`config.mk`:
```
export PLATFORM = sky130hd
export DESIGN_NAME = positional_insert_queue_flat
export DESIGN_NICKNAME = d
export VERILOG_FILES = /design/src/sv/piq_pkg.sv /design/src/sv/piq_in_if.sv /design/src/sv/piq_out_if.sv /design/src/sv/positional_insert_queue.sv /design/src/flat_wrapper.sv
export VERILOG_INCLUDE_DIRS = /design/src /design/src/sv
export SDC_FILE = /design/constraint.sdc
export NUM_CORES = 1
export LEC_CHECK = 0
export BUFFER_PORTS_ARGS = -buffer_cell sky130_fd_sc_hd__buf_2
export CORE_ASPECT_RATIO = 2
export CORE_MARGIN = 8
export CORE_UTILIZATION = 40
export CTS_BUF_LIST = sky130_fd_sc_hd__clkbuf_8
export CTS_CLUSTER_SIZE = 16
export DETAILED_ROUTE_END_ITERATION = 8
export GPL_TIMING_DRIVEN = 0
export PLACE_DENSITY = 0.54
export SETUP_SLACK_MARGIN = 0.05
export SYNTH_ARGS = -nofsm -noshare
export SYNTH_HDL_FRONTEND = slang
export SYNTH_SLANG_ARGS = --single-unit
```
`constraint.sdc`:
```
create_clock -name clk -period 11.3 [get_ports clk]
set_clock_uncertainty 0.1 [all_clocks]
set_input_delay 0 -clock clk [delete_from_list [all_inputs] [get_ports clk]]
set_output_delay 0 -clock clk [all_outputs]
set_load 0.03 [all_outputs]
```
`src/sv/positional_insert_queue_defines.svh`:
```
// assertion macros for the positional insert queue
// used by the top level only, no other dependencies
`ifndef POSITIONAL_INSERT_QUEUE_DEFINES_SVH
`define POSITIONAL_INSERT_QUEUE_DEFINES_SVH
`ifndef ASSERT_OFF
// condition that must hold at every clock edge out of reset
`define PIQ_ASSERT_ALWAYS(label, clk, rst_n, cond, msg) \
	label: assert property (@(posedge clk) disable iff (!rst_n) (cond)) else $error(msg);
// implication checked out of reset
`define PIQ_ASSERT_IMPLY(label, clk, rst_n, ante, cons) \
	label: assert property (@(posedge clk) disable iff (!rst_n) (ante) |-> (cons)) \
		else $error("implication failed");
`else
`define PIQ_ASSERT_ALWAYS(label, clk, rst_n, cond, msg)
`define PIQ_ASSERT_IMPLY(label, clk, rst_n, ante, cons)
`endif
`endif

```
`src/sv/piq_pkg.sv`:
```
// types and constants for the positional insert queue
// no dependencies
`timescale 1ns / 1ps
package piq_pkg;
	localparam int QUEUE_DEPTH = 16;
	localparam int WORD_W      = 32;
	localparam int COUNT_W     = 5;
	localparam int OPC_W       = 2;
	localparam int STAT_W      = 2;

	typedef enum logic [OPC_W-1:0] {
		OP_INSERT  = 2'd0,
		OP_APPEND  = 2'd1,
		OP_EXTRACT = 2'd2
	} opcode_t;

	typedef enum logic [STAT_W-1:0] {
		ST_OK     = 2'd0,
		ST_EMPTY  = 2'd1,
		ST_FULL   = 2'd2,
		ST_BADPOS = 2'd3
	} status_t;

	typedef struct packed {
		logic [OPC_W-1:0]          opcode;
		logic signed [WORD_W-1:0]  data_word;
		logic [COUNT_W-1:0]        position;
	} in_item_t;

	typedef struct packed {
		logic signed [WORD_W-1:0]  out_word;
		logic [STAT_W-1:0]         status;
		logic [COUNT_W-1:0]        occupancy;
	} out_item_t;
endpackage

```
`src/sv/piq_in_if.sv`:
```
// operation channel of the positional insert queue
// depends on piq_pkg
`timescale 1ns / 1ps
interface piq_in_if import piq_pkg::*; ();
	logic     valid;
	logic     ready;
	in_item_t payload;

	modport source(output valid, output payload, input ready);
	modport sink(input valid, input payload, output ready);
endinterface

```
`src/sv/piq_out_if.sv`:
```
// result channel of the positional insert queue
// depends on piq_pkg
`timescale 1ns / 1ps
interface piq_out_if import piq_pkg::*; ();
	logic      valid;
	logic      ready;
	out_item_t payload;

	modport source(output valid, output payload, input ready);
	modport sink(input valid, input payload, output ready);
endinterface

```
`src/sv/positional_insert_queue.sv`:
```
// pipeline: an operation is held in the operation register, its result in the result register
// throughput: one operation per cycle while the result channel does not stall; all entries shift in parallel
// reset: arst_n clears the occupancy and both valid flags; entry words stay undefined
// depends on piq_pkg, piq_in_if, piq_out_if and positional_insert_queue_defines.svh
`timescale 1ns / 1ps
`include "positional_insert_queue_defines.svh"
module positional_insert_queue import piq_pkg::*; (
	input  logic       clk,
	input  logic       arst_n,
	piq_in_if.sink     in_ch,
	piq_out_if.source  out_ch
);
	// operation register
	in_item_t  op_s1;
	logic      op_valid_s1;
	// result register
	out_item_t res_s2;
	logic      res_valid_s2;

	// queue storage: entry 0 is the head
	logic signed [WORD_W-1:0] entry_q [QUEUE_DEPTH];
	logic signed [WORD_W-1:0] entry_d [QUEUE_DEPTH];
	logic [COUNT_W-1:0]       count_q;
	logic [COUNT_W-1:0]       count_d;

	logic      advance;     // result register free to take a new result
	logic      compute;     // operation in s1 executes this cycle
	logic      is_full;
	logic      is_empty;
	logic      do_insert;
	logic      do_append;
	logic      do_extract;
	out_item_t res_d;

	// the result register drains or is empty, so s1 may move on
	assign advance     = !res_valid_s2 || out_ch.ready;
	assign compute     = op_valid_s1 && advance;
	assign in_ch.ready = !op_valid_s1 || advance;

	assign is_full  = (count_q == COUNT_W'(QUEUE_DEPTH));
	assign is_empty = (count_q == '0);

	// decode the operation and its status
	always_comb begin
		do_insert  = 1'b0;
		do_append  = 1'b0;
		do_extract = 1'b0;
		res_d.out_word = '0;
		res_d.status   = ST_OK;
		unique case (op_s1.opcode)
			OP_INSERT: begin
				// full wins over a bad position
				if (is_full) begin
					res_d.status = ST_FULL;
				end else if (op_s1.position > count_q) begin
					res_d.status = ST_BADPOS;
				end else begin
					do_insert = 1'b1;
				end
			end
			OP_APPEND: begin
				if (is_full) begin
					res_d.status = ST_FULL;
				end else begin
					do_append = 1'b1;
				end
			end
			OP_EXTRACT: begin
				if (is_empty) begin
					res_d.status = ST_EMPTY;
				end else begin
					do_extract     = 1'b1;
					res_d.out_word = entry_q[0];
				end
			end
			default: begin
				// unused opcode: no operation, ok status
				res_d.status = ST_OK;
			end
		endcase
		count_d = count_q;
		if (do_insert || do_append) begin
			count_d = count_q + 1'b1;
		end else if (do_extract) begin
			count_d = count_q - 1'b1;
		end
		res_d.occupancy = count_d;
	end

	// next value of every entry, each picks from itself, a neighbour or the new word
	always_comb begin
		for (int i = 0; i < QUEUE_DEPTH; i++) begin
			entry_d[i] = entry_q[i];
		end
		if (do_extract) begin
			for (int i = 0; i < QUEUE_DEPTH - 1; i++) begin
				entry_d[i] = entry_q[i+1];
			end
		end else if (do_insert) begin
			// entries from the position onward move back by one
			for (int i = 1; i < QUEUE_DEPTH; i++) begin
				if (COUNT_W'(i) > op_s1.position) begin
					entry_d[i] = entry_q[i-1];
				end
			end
			for (int i = 0; i < QUEUE_DEPTH; i++) begin
				if (COUNT_W'(i) == op_s1.position) begin
					entry_d[i] = op_s1.data_word;
				end
			end
		end else if (do_append) begin
			for (int i = 0; i < QUEUE_DEPTH; i++) begin
				if (COUNT_W'(i) == count_q) begin
					entry_d[i] = op_s1.data_word;
				end
			end
		end
	end

	// control state
	always_ff @(posedge clk or negedge arst_n) begin
		if (!arst_n) begin
			op_valid_s1  <= 1'b0;
			res_valid_s2 <= 1'b0;
			count_q      <= '0;
		end else begin
			if (in_ch.ready) begin
				op_valid_s1 <= in_ch.valid;
			end
			if (advance) begin
				res_valid_s2 <= op_valid_s1;
			end
			if (compute) begin
				count_q <= count_d;
			end
		end
	end

	// payload registers, no reset
	always_ff @(posedge clk) begin
		if (in_ch.valid && in_ch.ready) begin
			op_s1 <= in_ch.payload;
		end
		if (compute) begin
			res_s2 <= res_d;
			for (int i = 0; i < QUEUE_DEPTH; i++) begin
				entry_q[i] <= entry_d[i];
			end
		end
	end

	assign out_ch.valid   = res_valid_s2;
	assign out_ch.payload = res_s2;

	// checks on the queue logic
	`PIQ_ASSERT_ALWAYS(a_count_bound, clk, arst_n, count_q <= COUNT_W'(QUEUE_DEPTH), "occupancy beyond depth")
	`PIQ_ASSERT_IMPLY(a_occ_tracks, clk, arst_n, res_valid_s2, res_s2.occupancy == count_q)
	`PIQ_ASSERT_IMPLY(a_word_only_ok, clk, arst_n, res_valid_s2 && res_s2.out_word != '0, res_s2.status == ST_OK)
	`PIQ_ASSERT_IMPLY(a_extract_dec, clk, arst_n, $past(compute && do_extract), count_q == $past(count_q) - 1'b1)
endmodule

```
`src/flat_wrapper.sv`:
```
// flat-port wrapper written by rule: the top's interface ports become plain ports
module positional_insert_queue_flat import piq_pkg::*;
  (clk, arst_n, in_ch_valid, in_ch_payload, in_ch_ready, out_ch_valid, out_ch_payload, out_ch_ready);
  piq_in_if in_ch_i ();
  piq_out_if out_ch_i ();
  input  logic clk;
  input  logic arst_n;
  input wire logic [$bits(in_ch_i.valid)-1:0] in_ch_valid;
  input wire logic [$bits(in_ch_i.payload)-1:0] in_ch_payload;
  output wire logic [$bits(in_ch_i.ready)-1:0] in_ch_ready;
  output wire logic [$bits(out_ch_i.valid)-1:0] out_ch_valid;
  output wire logic [$bits(out_ch_i.payload)-1:0] out_ch_payload;
  input wire logic [$bits(out_ch_i.ready)-1:0] out_ch_ready;
  assign in_ch_i.valid = in_ch_valid;
  assign in_ch_i.payload = in_ch_payload;
  assign in_ch_ready = in_ch_i.ready;
  assign out_ch_valid = out_ch_i.valid;
  assign out_ch_payload = out_ch_i.payload;
  assign out_ch_i.ready = out_ch_ready;
  positional_insert_queue u_core (.clk(clk), .arst_n(arst_n), .in_ch(in_ch_i), .out_ch(out_ch_i));
endmodule
```
==> results of run 1 <==
worst register-to-register path: stages (launching register included):
cell and delay (ns):
sky130_fd_sc_hd__dfrtp_1 0.35, sky130_fd_sc_hd__clkbuf_1 0.35, sky130_fd_sc_hd__clkinv_1 0.31, sky130_fd_sc_hd__ha_1 0.37
sky130_fd_sc_hd__and3_1 0.17, sky130_fd_sc_hd__and3_1 0.25, sky130_fd_sc_hd__a21oi_2 0.15, sky130_fd_sc_hd__buf_4 0.23
sky130_fd_sc_hd__buf_6 0.21, sky130_fd_sc_hd__buf_4 0.23, sky130_fd_sc_hd__nor2_1 0.13, sky130_fd_sc_hd__a2111oi_2 0.89
sky130_fd_sc_hd__buf_4 0.31, sky130_fd_sc_hd__buf_2 0.24, sky130_fd_sc_hd__buf_4 0.21
sequential cells by signal (all words and copies together), names as in the netlist:
signal / count
u_core.count_q: 5
u_core.entry_q: 512
u_core.op_s1: 39
u_core.op_valid_s1: 1
u_core.out_ch.payload: 39
u_core.out_ch.valid: 1
synth_stat cells (9+ instances only):
| library cell | count | area, µm² |
|---|---|---|
| sky130_fd_sc_hd__or3_1 | 13 | 81.3 |
| sky130_fd_sc_hd__a31oi_1 | 69 | 432 |
| sky130_fd_sc_hd__mux2_1 | 32 | 360 |
| sky130_fd_sc_hd__and2_1 | 36 | 225 |
| sky130_fd_sc_hd__o211ai_1 | 66 | 495 |
| sky130_fd_sc_hd__nand2b_1 | 19 | 119 |
| sky130_fd_sc_hd__o221ai_2 | 60 | 901 |
| sky130_fd_sc_hd__o21ai_1 | 61 | 305 |
| sky130_fd_sc_hd__buf_2 | 78 | 390 |
| sky130_fd_sc_hd__nor3_1 | 10 | 50.1 |
| sky130_fd_sc_hd__inv_1 | 360 | 1350 |
| sky130_fd_sc_hd__a221o_1 | 96 | 961 |
| sky130_fd_sc_hd__a21oi_1 | 14 | 70.1 |
| sky130_fd_sc_hd__o21ai_0 | 330 | 1650 |
| sky130_fd_sc_hd__nand2_1 | 144 | 541 |
| sky130_fd_sc_hd__o221ai_1 | 197 | 1730 |
| sky130_fd_sc_hd__buf_4 | 9 | 67.6 |
| sky130_fd_sc_hd__o211ai_2 | 33 | 413 |
| sky130_fd_sc_hd__nor2_1 | 55 | 206 |
| sky130_fd_sc_hd__buf_1 | 9 | 33.8 |
| sky130_fd_sc_hd__ha_1 | 11 | 138 |
| sky130_fd_sc_hd__clkbuf_1 | 156 | 586 |
| sky130_fd_sc_hd__buf_6 | 15 | 169 |
| sky130_fd_sc_hd__edfxtp_1 | 590 | 17700 |
| sky130_fd_sc_hd__nor3b_1 | 32 | 240 |
| sky130_fd_sc_hd__nand3_1 | 16 | 80.1 |
power groups by stage:
stage,logic [mW],clock network [mW],registers [mW]
after CTS,1.77,1.82,2.81
after floorplan,1.01,0,2.87
after global routing,1.89,1.89,2.83
final,1.78,1.77,2.81
after global placement,1.65,0,2.87
after detailed placement,1.74,0,2.86
per-layer routing:
layer  vias up  global-route usage, %  wire, µm
li1      10435                      -         -
met5         -                      0         0
met4         0                   15.6      7080
met1     11270                   26.5     38100
met2       968                   46.0     56700
met3       232                   4.02      5940
through the flow:
stage / TNS, ns / setup slack [ns] / total power [mW]
after floorplan: 0 / 3.39 / 3.88
after global placement: -14.88 / -0.471 / 4.52
after detailed placement: 0 / 6.56 / 4.60
after CTS: 0 / 6.54 / 6.40
after global routing: 0 / 6.31 / 6.61
final: 0 / 6.54 / 6.36
worst max path at each step:
stage | start | to | slack, ns | cells after the start
2_1_floorplan | u_core.count_q[2]$_DFFE_PN0P_ | u_core.entry_q[7][32]$_DFFE_PP_ | 3.39 | 11
3_3_place_gp | u_core.count_q[0]$_DFFE_PN0P_ | u_core.entry_q[7][51]$_DFFE_PP_ | -0.47 | 8
3_5_place_dp | u_core.count_q[2]$_DFFE_PN0P_ | u_core.entry_q[7][50]$_DFFE_PP_ | 6.56 | 14
4_1_cts | u_core.count_q[2]$_DFFE_PN0P_ | u_core.entry_q[7][49]$_DFFE_PP_ | 6.54 | 14
5_1_grt | u_core.count_q[2]$_DFFE_PN0P_ | u_core.entry_q[7][51]$_DFFE_PP_ | 6.31 | 14
6_report | u_core.count_q[2]$_DFFE_PN0P_ | u_core.entry_q[7][49]$_DFFE_PP_ | 6.54 | 14
cell families after synthesis:
logic type	share of synthesized area, %
adders and majority gates	0.459
AOI/OAI and AO/OA	24.0
DFF	59.7
muxes	1.23
xor gates and xnor gates	0.175
buffers and inverters	8.67
and+or+nand+nor	5.79
cell type report:
cell class	count	share of cell area [%]
diodes	1	0.00719
plain buffers	267	3.58
clock buffers	97	3.84
clock inverters	67	1.00
inverters	361	3.90
multi-input cells	1356	27.9
flip-flops and latches	597	51.4
well taps	936	3.37
repair buffers	193	4.92
repair_timing:
| item | CTS | global route |
|---|---|---|
| hold buffers | 85 | 0 |
| setup endpoints to repair | 0 | 0 |
| hold endpoints to repair | 95 | 0 |
| setup buffers | 0 | 0 |
layout by cell type (no fill, tap or decap), types with 7 or more instances in the layout:
master,n
sky130_fd_sc_hd__buf_1,9
sky130_fd_sc_hd__dlygate4sd3_1,85
sky130_fd_sc_hd__clkinv_2,7
sky130_fd_sc_hd__a221oi_4,7
sky130_fd_sc_hd__a221o_1,96
sky130_fd_sc_hd__o221ai_2,60
sky130_fd_sc_hd__clkbuf_1,156
sky130_fd_sc_hd__ha_1,11
sky130_fd_sc_hd__o221ai_1,197
sky130_fd_sc_hd__nor2_1,55
sky130_fd_sc_hd__o211ai_1,66
sky130_fd_sc_hd__clkbuf_8,97
sky130_fd_sc_hd__clkinv_1,35
sky130_fd_sc_hd__a21oi_4,8
sky130_fd_sc_hd__mux2_1,32
sky130_fd_sc_hd__o211ai_2,33
sky130_fd_sc_hd__dfrtp_1,7
sky130_fd_sc_hd__buf_4,12
sky130_fd_sc_hd__buf_8,11
sky130_fd_sc_hd__nand3_1,16
sky130_fd_sc_hd__or3_1,13
sky130_fd_sc_hd__nand2b_1,19
sky130_fd_sc_hd__o21ai_1,61
sky130_fd_sc_hd__a31oi_1,69
sky130_fd_sc_hd__inv_1,380
sky130_fd_sc_hd__buf_6,15
sky130_fd_sc_hd__edfxtp_1,590
sky130_fd_sc_hd__buf_2,162
sky130_fd_sc_hd__and2_1,35
sky130_fd_sc_hd__nor3b_1,32
sky130_fd_sc_hd__buf_16,7
sky130_fd_sc_hd__nand2_1,144
sky130_fd_sc_hd__o21ai_0,330
sky130_fd_sc_hd__nor3_1,10
==> run summary, run 1 <==
The run gives 40.2% as the effective utilization at floorplan. The iteration-0 DRC count of the detailed router is 1,923. After clock tree synthesis, the clock-pin slew on the worst setup and hold paths is 0.07 ns. The run gives 0 as the final setup violation count. The worst setup path is launched from a flip-flop. The tools report the source of the worst register-to-register timing path as u_core.count_q[2]$_DFFE_PN0P_. Traced cell by cell, the critical path runs through clkbuf_1 -> clkinv_1 -> ha_1 -> and3_1 -> and3_1 -> a21oi_2 -> buf_4 -> buf_6 -> buf_4 -> nor2_1 -> a2111oi_2 -> buf_4 -> buf_2 -> buf_4. The via count of the first global-routing pass is 23,749. The setup path with the least slack is of type flip-flop to flip-flop.

The root buffer cell chosen for the clock tree is sky130_fd_sc_hd__clkbuf_8. Summing every instance area after synthesis gives 30,000 µm². The relative slew slack was 10.5%; the fraction of synthesis flops using an asynchronous set or reset pin was 1.17%. 84 I/O pins were placed. The critical path buffer and inverter count was 8; the overall via count from detail_route was 22,905.

Number of antenna violations at the first check in global routing: 3. STA classifies the critical path endpoint as a flip-flop. Number of endpoints with negative hold slack in the final report: 0.

The number of synthesized flops with an enable pin was 590. TritonCTS built the clock tree. Timing would allow up to 210 MHz. Summing all flip-flop and latch instances after layout gives 17,900 µm². The worst register-to-register path ends at u_core.entry_q[7][49]$_DFFE_PP_. The sequential power share was 44.2%; the overflow left after global routing was 0.

The worst hold slack across all endpoints came out at 0.178 ns. Clock tree synthesis inserted a total of 90 buffers. The tools report the overall global routing resource usage as 25.1%.

In this run the worst hold path is classified as input port to asynchronous set/reset pin. The final RePlAce weighted congestion was 0.932. The register bit count reported by yosys works out to 597.

The later-pin clock latency in the skew report is 0.76 ns, and the power density normalized to cell area is 183 nW/µm². The internal power summed over all cells was 4.10 mW; the fraction of final layout cells with drive strength greater than 1 was 15.0%. The cell family contributing the most delay on the critical path is buffers and inverters.

Setup repair after global routing left no endpoint under its margin. Post-CTS repair changed the size of 0 cells. Data required time at the worst endpoint: 11.66 ns.

The cell type of the slowest stage on the worst timing path is sky130_fd_sc_hd__a2111oi_2. In this run the cell area measured after placement is 32,200 µm². For the data arrival time of the critical path, the log shows 5.13 ns. The HPWL after detailed placement was 87,400 µm.

The finished layout holds 3,875 standard cells, fillers aside. The final core area utilization is 46.6%, and the net switching component of the power is 2.26 mW. In the final layout, the multi-input gates occupy 9720 µm². The die covers 84,500 µm². With fillers left out, the area of the finished cells amounts to 34,800 µm².

The peak fanout along the critical path is 10, and the die height is 403 µm. In this run, the clock network consumes 27.8% of the power. The largest voltage drop on the vdd net is 0.000166 V, and the gate count of the mapped netlist is 2,581. Port buffering added 83 buffers.

Transition time at the pin with the least slew margin: 1.34 ns. The number of nets still failing antenna checks after routing is 0. In this run the number of H-tree levels came out at 3.

Summed over all cells, the static leakage comes to 12.5 nW. The number of distinct library cells after synthesis was 59. The area growth from synthesis to layout came out at 16.0%.

Entering global routing, the biggest net connects 37 pins. The core region is 74,600 µm². Clock tree synthesis found a total of 597 sinks.

Among all flip-flop cells after synthesis, the most frequent one is sky130_fd_sc_hd__edfxtp_1. The first global-routing pass estimated 154,000 µm of wire. The detailed-router iteration count before antenna repair was 6; the largest stage delay on the critical path was 0.88 ns. Number of placed cells counting well taps: 3,625. The die span in x was 210 µm; the final period demand of the worst path was 4.76 ns.

Counting cells, the worst reg-to-reg path comes to 14. Number of warnings printed during yosys synthesis: 0. The maximum buffer depth of the clock tree was 3. The average size of a mapped cell was 11.6 µm²; the routed length per placed instance was 27.8 µm.

For this run, design rule violations remaining after detail routing come to 0. Summing the sequential cell areas from Yosys gives 59.7% of the chip area. In the final design database the tool counted 2,920 nets. Using the TritonRoute via totals, the vias-per-cell ratio works out to 5.91. The final cycle utilization of the critical path works out to 42.1%. Across the run, the number of max-cap violations was 0. Row count: 142. The fill cell total of the finished layout came out at 6,956. The flow ran to the end, and the final reports show no timing, DRC or antenna violations.

The number of pins exceeding their max-slew limit in the final report came out at 0. The most prevalent standard cell on the critical path was sky130_fd_sc_hd__buf_4. When the netlist entered floorplanning its net count stood at 2,635. The combinational cell fraction of total power is 28.0%, and the register-to-register setup slack is 6.54 ns. The net switching fraction of the power is 35.5%. The final layout contains routed wiring with a total length of 108,000 µm.
Power figures use the tool's default switching activity.
==> inputs of run 2 (changes only) <==
Settings changed: ABC_AREA set to 1.
Clock period 11.3 ns to 4.5 ns, I/O delays scaled along.
==> run summary, run 2 <==
The tools report the detailed-router iteration count before antenna repair as 8 (+2). The tools report the register-to-register setup slack as 0.93 ns (-5.60 ns). The run finished with clean final reports. The gate count of the mapped netlist is 4,557 (+77%). Overall global routing resource usage: 27.3% (+2.2 points). The tools report the number of placed cells counting well taps as 5,819 (+61%). The number of synthesized flops with an enable pin was 590 (unchanged); the combinational cell fraction of total power was 32.5% (+4.5 points). For the final setup violation count, the log shows 0 (unchanged). Counting instances in the post-synthesis netlist gives the leading cell types as sky130_fd_sc_hd__nand2_1, sky130_fd_sc_hd__edfxtp_1, sky130_fd_sc_hd__o21ai_0. Number of nets in the layout: 4,889 (+67%). The number of maximum-capacitance violations was 0 (unchanged). The leakage dissipation is 18.1 nW (+45%), and the die height is 434 µm (+7.5%). The run gives 51.3% (-8.4 points) as the sequential-to-total area share from yosys stat.

The library cell used most frequently in the layout, excluding fill and tap cells, is sky130_fd_sc_hd__nand2_1. The logs give 597 (unchanged) for the number of sinks handled by clock tree synthesis and 195,000 µm (+26%) for the global-route wire length before repair. The iteration-0 DRC count of the detailed router came out at 3,038 (+58%). Quantity of I/O buffers inserted on ports: 83 (unchanged). The final RePlAce weighted congestion was 0.980 (+5.1%). The final period demand of the worst path is 3.57 ns (-1.20 ns), and the cell area after technology mapping is 34,900 µm² (+16%).

The relative contribution of the clock network to total power is 25.3% (-2.5 points), and the worst hold slack across all endpoints is 0.131 ns (-0.0471 ns). Among all flip-flop cells after synthesis, the most frequent one is sky130_fd_sc_hd__edfxtp_1. The run gives 0 (unchanged) as the number of nets still failing antenna checks after routing. The top cell types in the final layout, fill and taps aside, are sky130_fd_sc_hd__nand2_1, sky130_fd_sc_hd__edfxtp_1, sky130_fd_sc_hd__o21ai_0. The net switching fraction of the power works out to 37.7% (+2.2 points). Critical path start-end classification: flip-flop to flip-flop.

The path depth of the worst reg2reg path was 11 (-3); the area growth from synthesis to layout was 13.9%. The combined flip-flop and latch cell area came out at 17,900 µm² (unchanged). The transition time at the pin with the least slew margin is 1.11 ns (-0.235 ns), and the number of endpoints with negative hold slack in the final report is 0 (unchanged). The logs give 6.67 mW (+200%) for the net switching component of the power and 108,000 µm (+23%) for the HPWL after detailed placement.

Maximum level of the CTS H-tree: 3 (unchanged). The tools report the type of destination of the critical path as a flip-flop. The logs give 42.2% (-2.0 points) for the sequential power share and 86 (+1.2%) for the quantity of hold-fixing buffers added after cts. The average size of a mapped cell works out to 7.66 µm² (-34%).

The clock transition time at the flip-flop clock pins of the worst setup and hold paths was 0.07 ns (about the same); the largest stage delay on the critical path was 0.50 ns (-0.38 ns). TritonCTS built the clock tree. Area of the core region: 86,700 µm² (+16%). The min-delay analysis places its worst path in the category input port to asynchronous set/reset pin.

The peak fanout along the critical path is 27 (+17). The run gives 0 (unchanged) as the number of setup buffers added after CTS. The critical path goes through inv_1 -> ha_1 -> inv_1 -> nor2_1 -> nand2_1 -> nand2_1 -> buf_4 -> buf_4 -> nand3_1 -> nor2_4 -> buf_12. The count of unresolved DRC violations after routing was 0 (unchanged); the number of top-level design ports was 84 (unchanged). The via count of the first global-routing pass was 30,275 (+27%); the die span in x was 225 µm (+7.2%). The total power of the final layout is 17.7 mW (+180%), and the largest voltage drop on the vdd net is 0.000218 V (+31%). Grouping stages by cell kind, the critical path spends the most delay in simple AND/OR/NAND/NOR gates.

The fraction of synthesis flops using an asynchronous set or reset pin is 1.17% (unchanged). The run gives 153 (+7.7%) as the row count. Maximum buffer depth of the clock tree: 3 (unchanged). The number of standard cells in the layout, taps in and fillers out was 6,066 (+57%); the overflow left after global routing was 0 (unchanged). The startpoint identified for the worst register-to-register timing path is u_core.count_q[0]$_DFFE_PN0P_. The run gives 0 (unchanged) as the number of pins exceeding their max-slew limit in the final report.

The startpoint type of the worst setup path is a flip-flop. The number of CTS-inserted buffers was 90 (unchanged). Among all cell types in the netlist, the one instantiated most often is sky130_fd_sc_hd__nand2_1.

Routed length per placed instance: 22.3 µm (-20%). The tree is rooted in a sky130_fd_sc_hd__clkbuf_8. For the data arrival time of the critical path, the log shows 3.93 ns (-1.20 ns). Most area-hungry cell type in the Yosys netlist: sky130_fd_sc_hd__edfxtp_1. The register bit count reported by yosys is 597 (unchanged). The number of flip-flops in the largest register works out to 512 (unchanged). The maximum clock frequency is 280 MHz (+34%).

The net count after synthesis was 4,611 (+75%). Largest net degree at the start of global routing: 47 (+27%). The share of the synthesized area in the top cell type is 50.8% (-8.3 points).

The number of vias per cell after detailed routing is 5.11 (-14%). The count of cells resized by post-cts repair is 0 (unchanged), and the total die area is 97,500 µm² (+15%). The power density normalized to cell area works out to 445 nW/µm² (+140%).

In the post-synthesis netlist, the biggest area contributors are sky130_fd_sc_hd__edfxtp_1, sky130_fd_sc_hd__nand2_1, sky130_fd_sc_hd__o21ai_0. The number of warnings printed during yosys synthesis is 0 (unchanged), and the critical path buffer and inverter count is 5 (-3). The cell type of the slowest stage on the worst timing path was sky130_fd_sc_hd__dfrtp_1.

The internal power summed over all cells was 11.0 mW (+170%); the effective utilization at floorplan was 40.2% (about the same). Setup repair after global routing left no endpoint under its margin. For the final wirelength, the log shows 135,000 µm (+25%). The tools report the multi-input logic area as 14,500 µm² (+49%).

Counting flops per register, the top entry is u_core.entry_q. The logs give 1 (-2) for the number of antenna violations at the first check in global routing and 34 (-42%) for the number of distinct library cells after synthesis. The fill cell total of the finished layout is 9,050 (+30%), and the fraction of final layout cells with drive strength greater than 1 is 9.26% (-5.7 points).

The later-pin clock latency in the skew report came out at 0.79 ns (+0.03 ns). For the data required time at the worst endpoint, the log shows 4.87 ns (-6.79 ns). The tools report the relative slew slack as 26.2% (+16 points). The terminus of the critical flop-to-flop path was u_core.entry_q[7][41]$_DFFE_PP_. Final cycle utilization of the critical path: 79.2% (+37 points). Overall via count from detail_route: 30,997 (+35%).
-- run 2: changes by cell type in the layout (fill, tap and decap cells not counted), sizes merged, moves of 60 or more --
cell    before   now
a31oi       69     0
inv        382   118
o21ai      392   535
o221ai     257     0
a221o       96     0
buf        219   279
nand2      144  2866
o211ai      99     0
-- run 2: cell type report --
| type | count | share of cell area, % |
|---|---|---|
| clock inverters | 67 | 0.966 |
| well taps | 1162 | 3.66 |
| repair buffers | 186 | 4.07 |
| clock buffers | 93 | 3.22 |
| flip-flops and latches | 597 | 45.0 |
| inverters | 96 | 0.916 |
| multi-input cells | 3531 | 36.6 |
| plain buffers | 333 | 5.60 |
| diodes | 1 | 0.00630 |
-- run 2: how the worst max path moves through the flow --
stage | endpoint | depth (start not counted) | start | slack, ns
after global placement | u_core.entry_q[4][7]$_DFFE_PP_ | 10 | u_core.count_q[0]$_DFFE_PN0P_ | -1.08
after detailed placement | u_core.entry_q[7][40]$_DFFE_PP_ | 11 | u_core.count_q[0]$_DFFE_PN0P_ | 0.97
final | u_core.entry_q[7][41]$_DFFE_PP_ | 11 | u_core.count_q[0]$_DFFE_PN0P_ | 0.93
after floorplan | u_core.entry_q[7][32]$_DFFE_PP_ | 14 | u_core.count_q[4]$_DFFE_PN0P_ | 0.81
after global routing | u_core.entry_q[4][7]$_DFFE_PP_ | 12 | u_core.count_q[4]$_DFFE_PN0P_ | 0.77
after CTS | u_core.entry_q[7][43]$_DFFE_PP_ | 11 | u_core.count_q[0]$_DFFE_PN0P_ | 0.95
-- run 2: logic make-up after synthesis --
logic type	share of synthesized area, %
simple gates	32.9
fa+ha+maj	0.394
flops	51.3
buf+inv	7.42
xor+xnor	0.100
compound gates	7.91
-- run 2: power groups by stage --
stage	combinational [mW]	clock (mW)	sequential (mW)
after detailed placement	5.62	0	7.56
after CTS	5.70	4.53	7.45
final	5.75	4.46	7.46
after global routing	6.28	4.70	7.51
after global placement	5.39	0	7.61
after floorplan	3.55	0	7.60
-- run 2: worst min-delay path: stages --
cell and delay, ns:
sky130_fd_sc_hd__dlygate4sd3_1 0.53, sky130_fd_sc_hd__buf_2 0.11, sky130_fd_sc_hd__dlygate4sd3_1 0.79
-- run 2: metrics by stage --
step,TNS (ns),setup WS [ns],cell area (µm²),util (%)
3_5_place_dp,0,0.975,37200,42.9
6_report,0,0.934,39700,45.8
4_1_cts,0,0.954,39700,45.8
5_1_grt,0,0.769,39700,45.8
3_3_place_gp,-370.56,-1.08,36800,42.4
2_1_floorplan,0,0.812,34900,-
-- run 2: metal layers --
metal | vias to the layer above | GRT usage (%) | routed length, µm
met1 | 14268 | 29.3 | 48000
met4 | 0 | 18.8 | 10300
met3 | 321 | 3.25 | 8130
met2 | 1292 | 49.3 | 68800
li1 | 15116 | - | -
met5 | - | 0 | 0
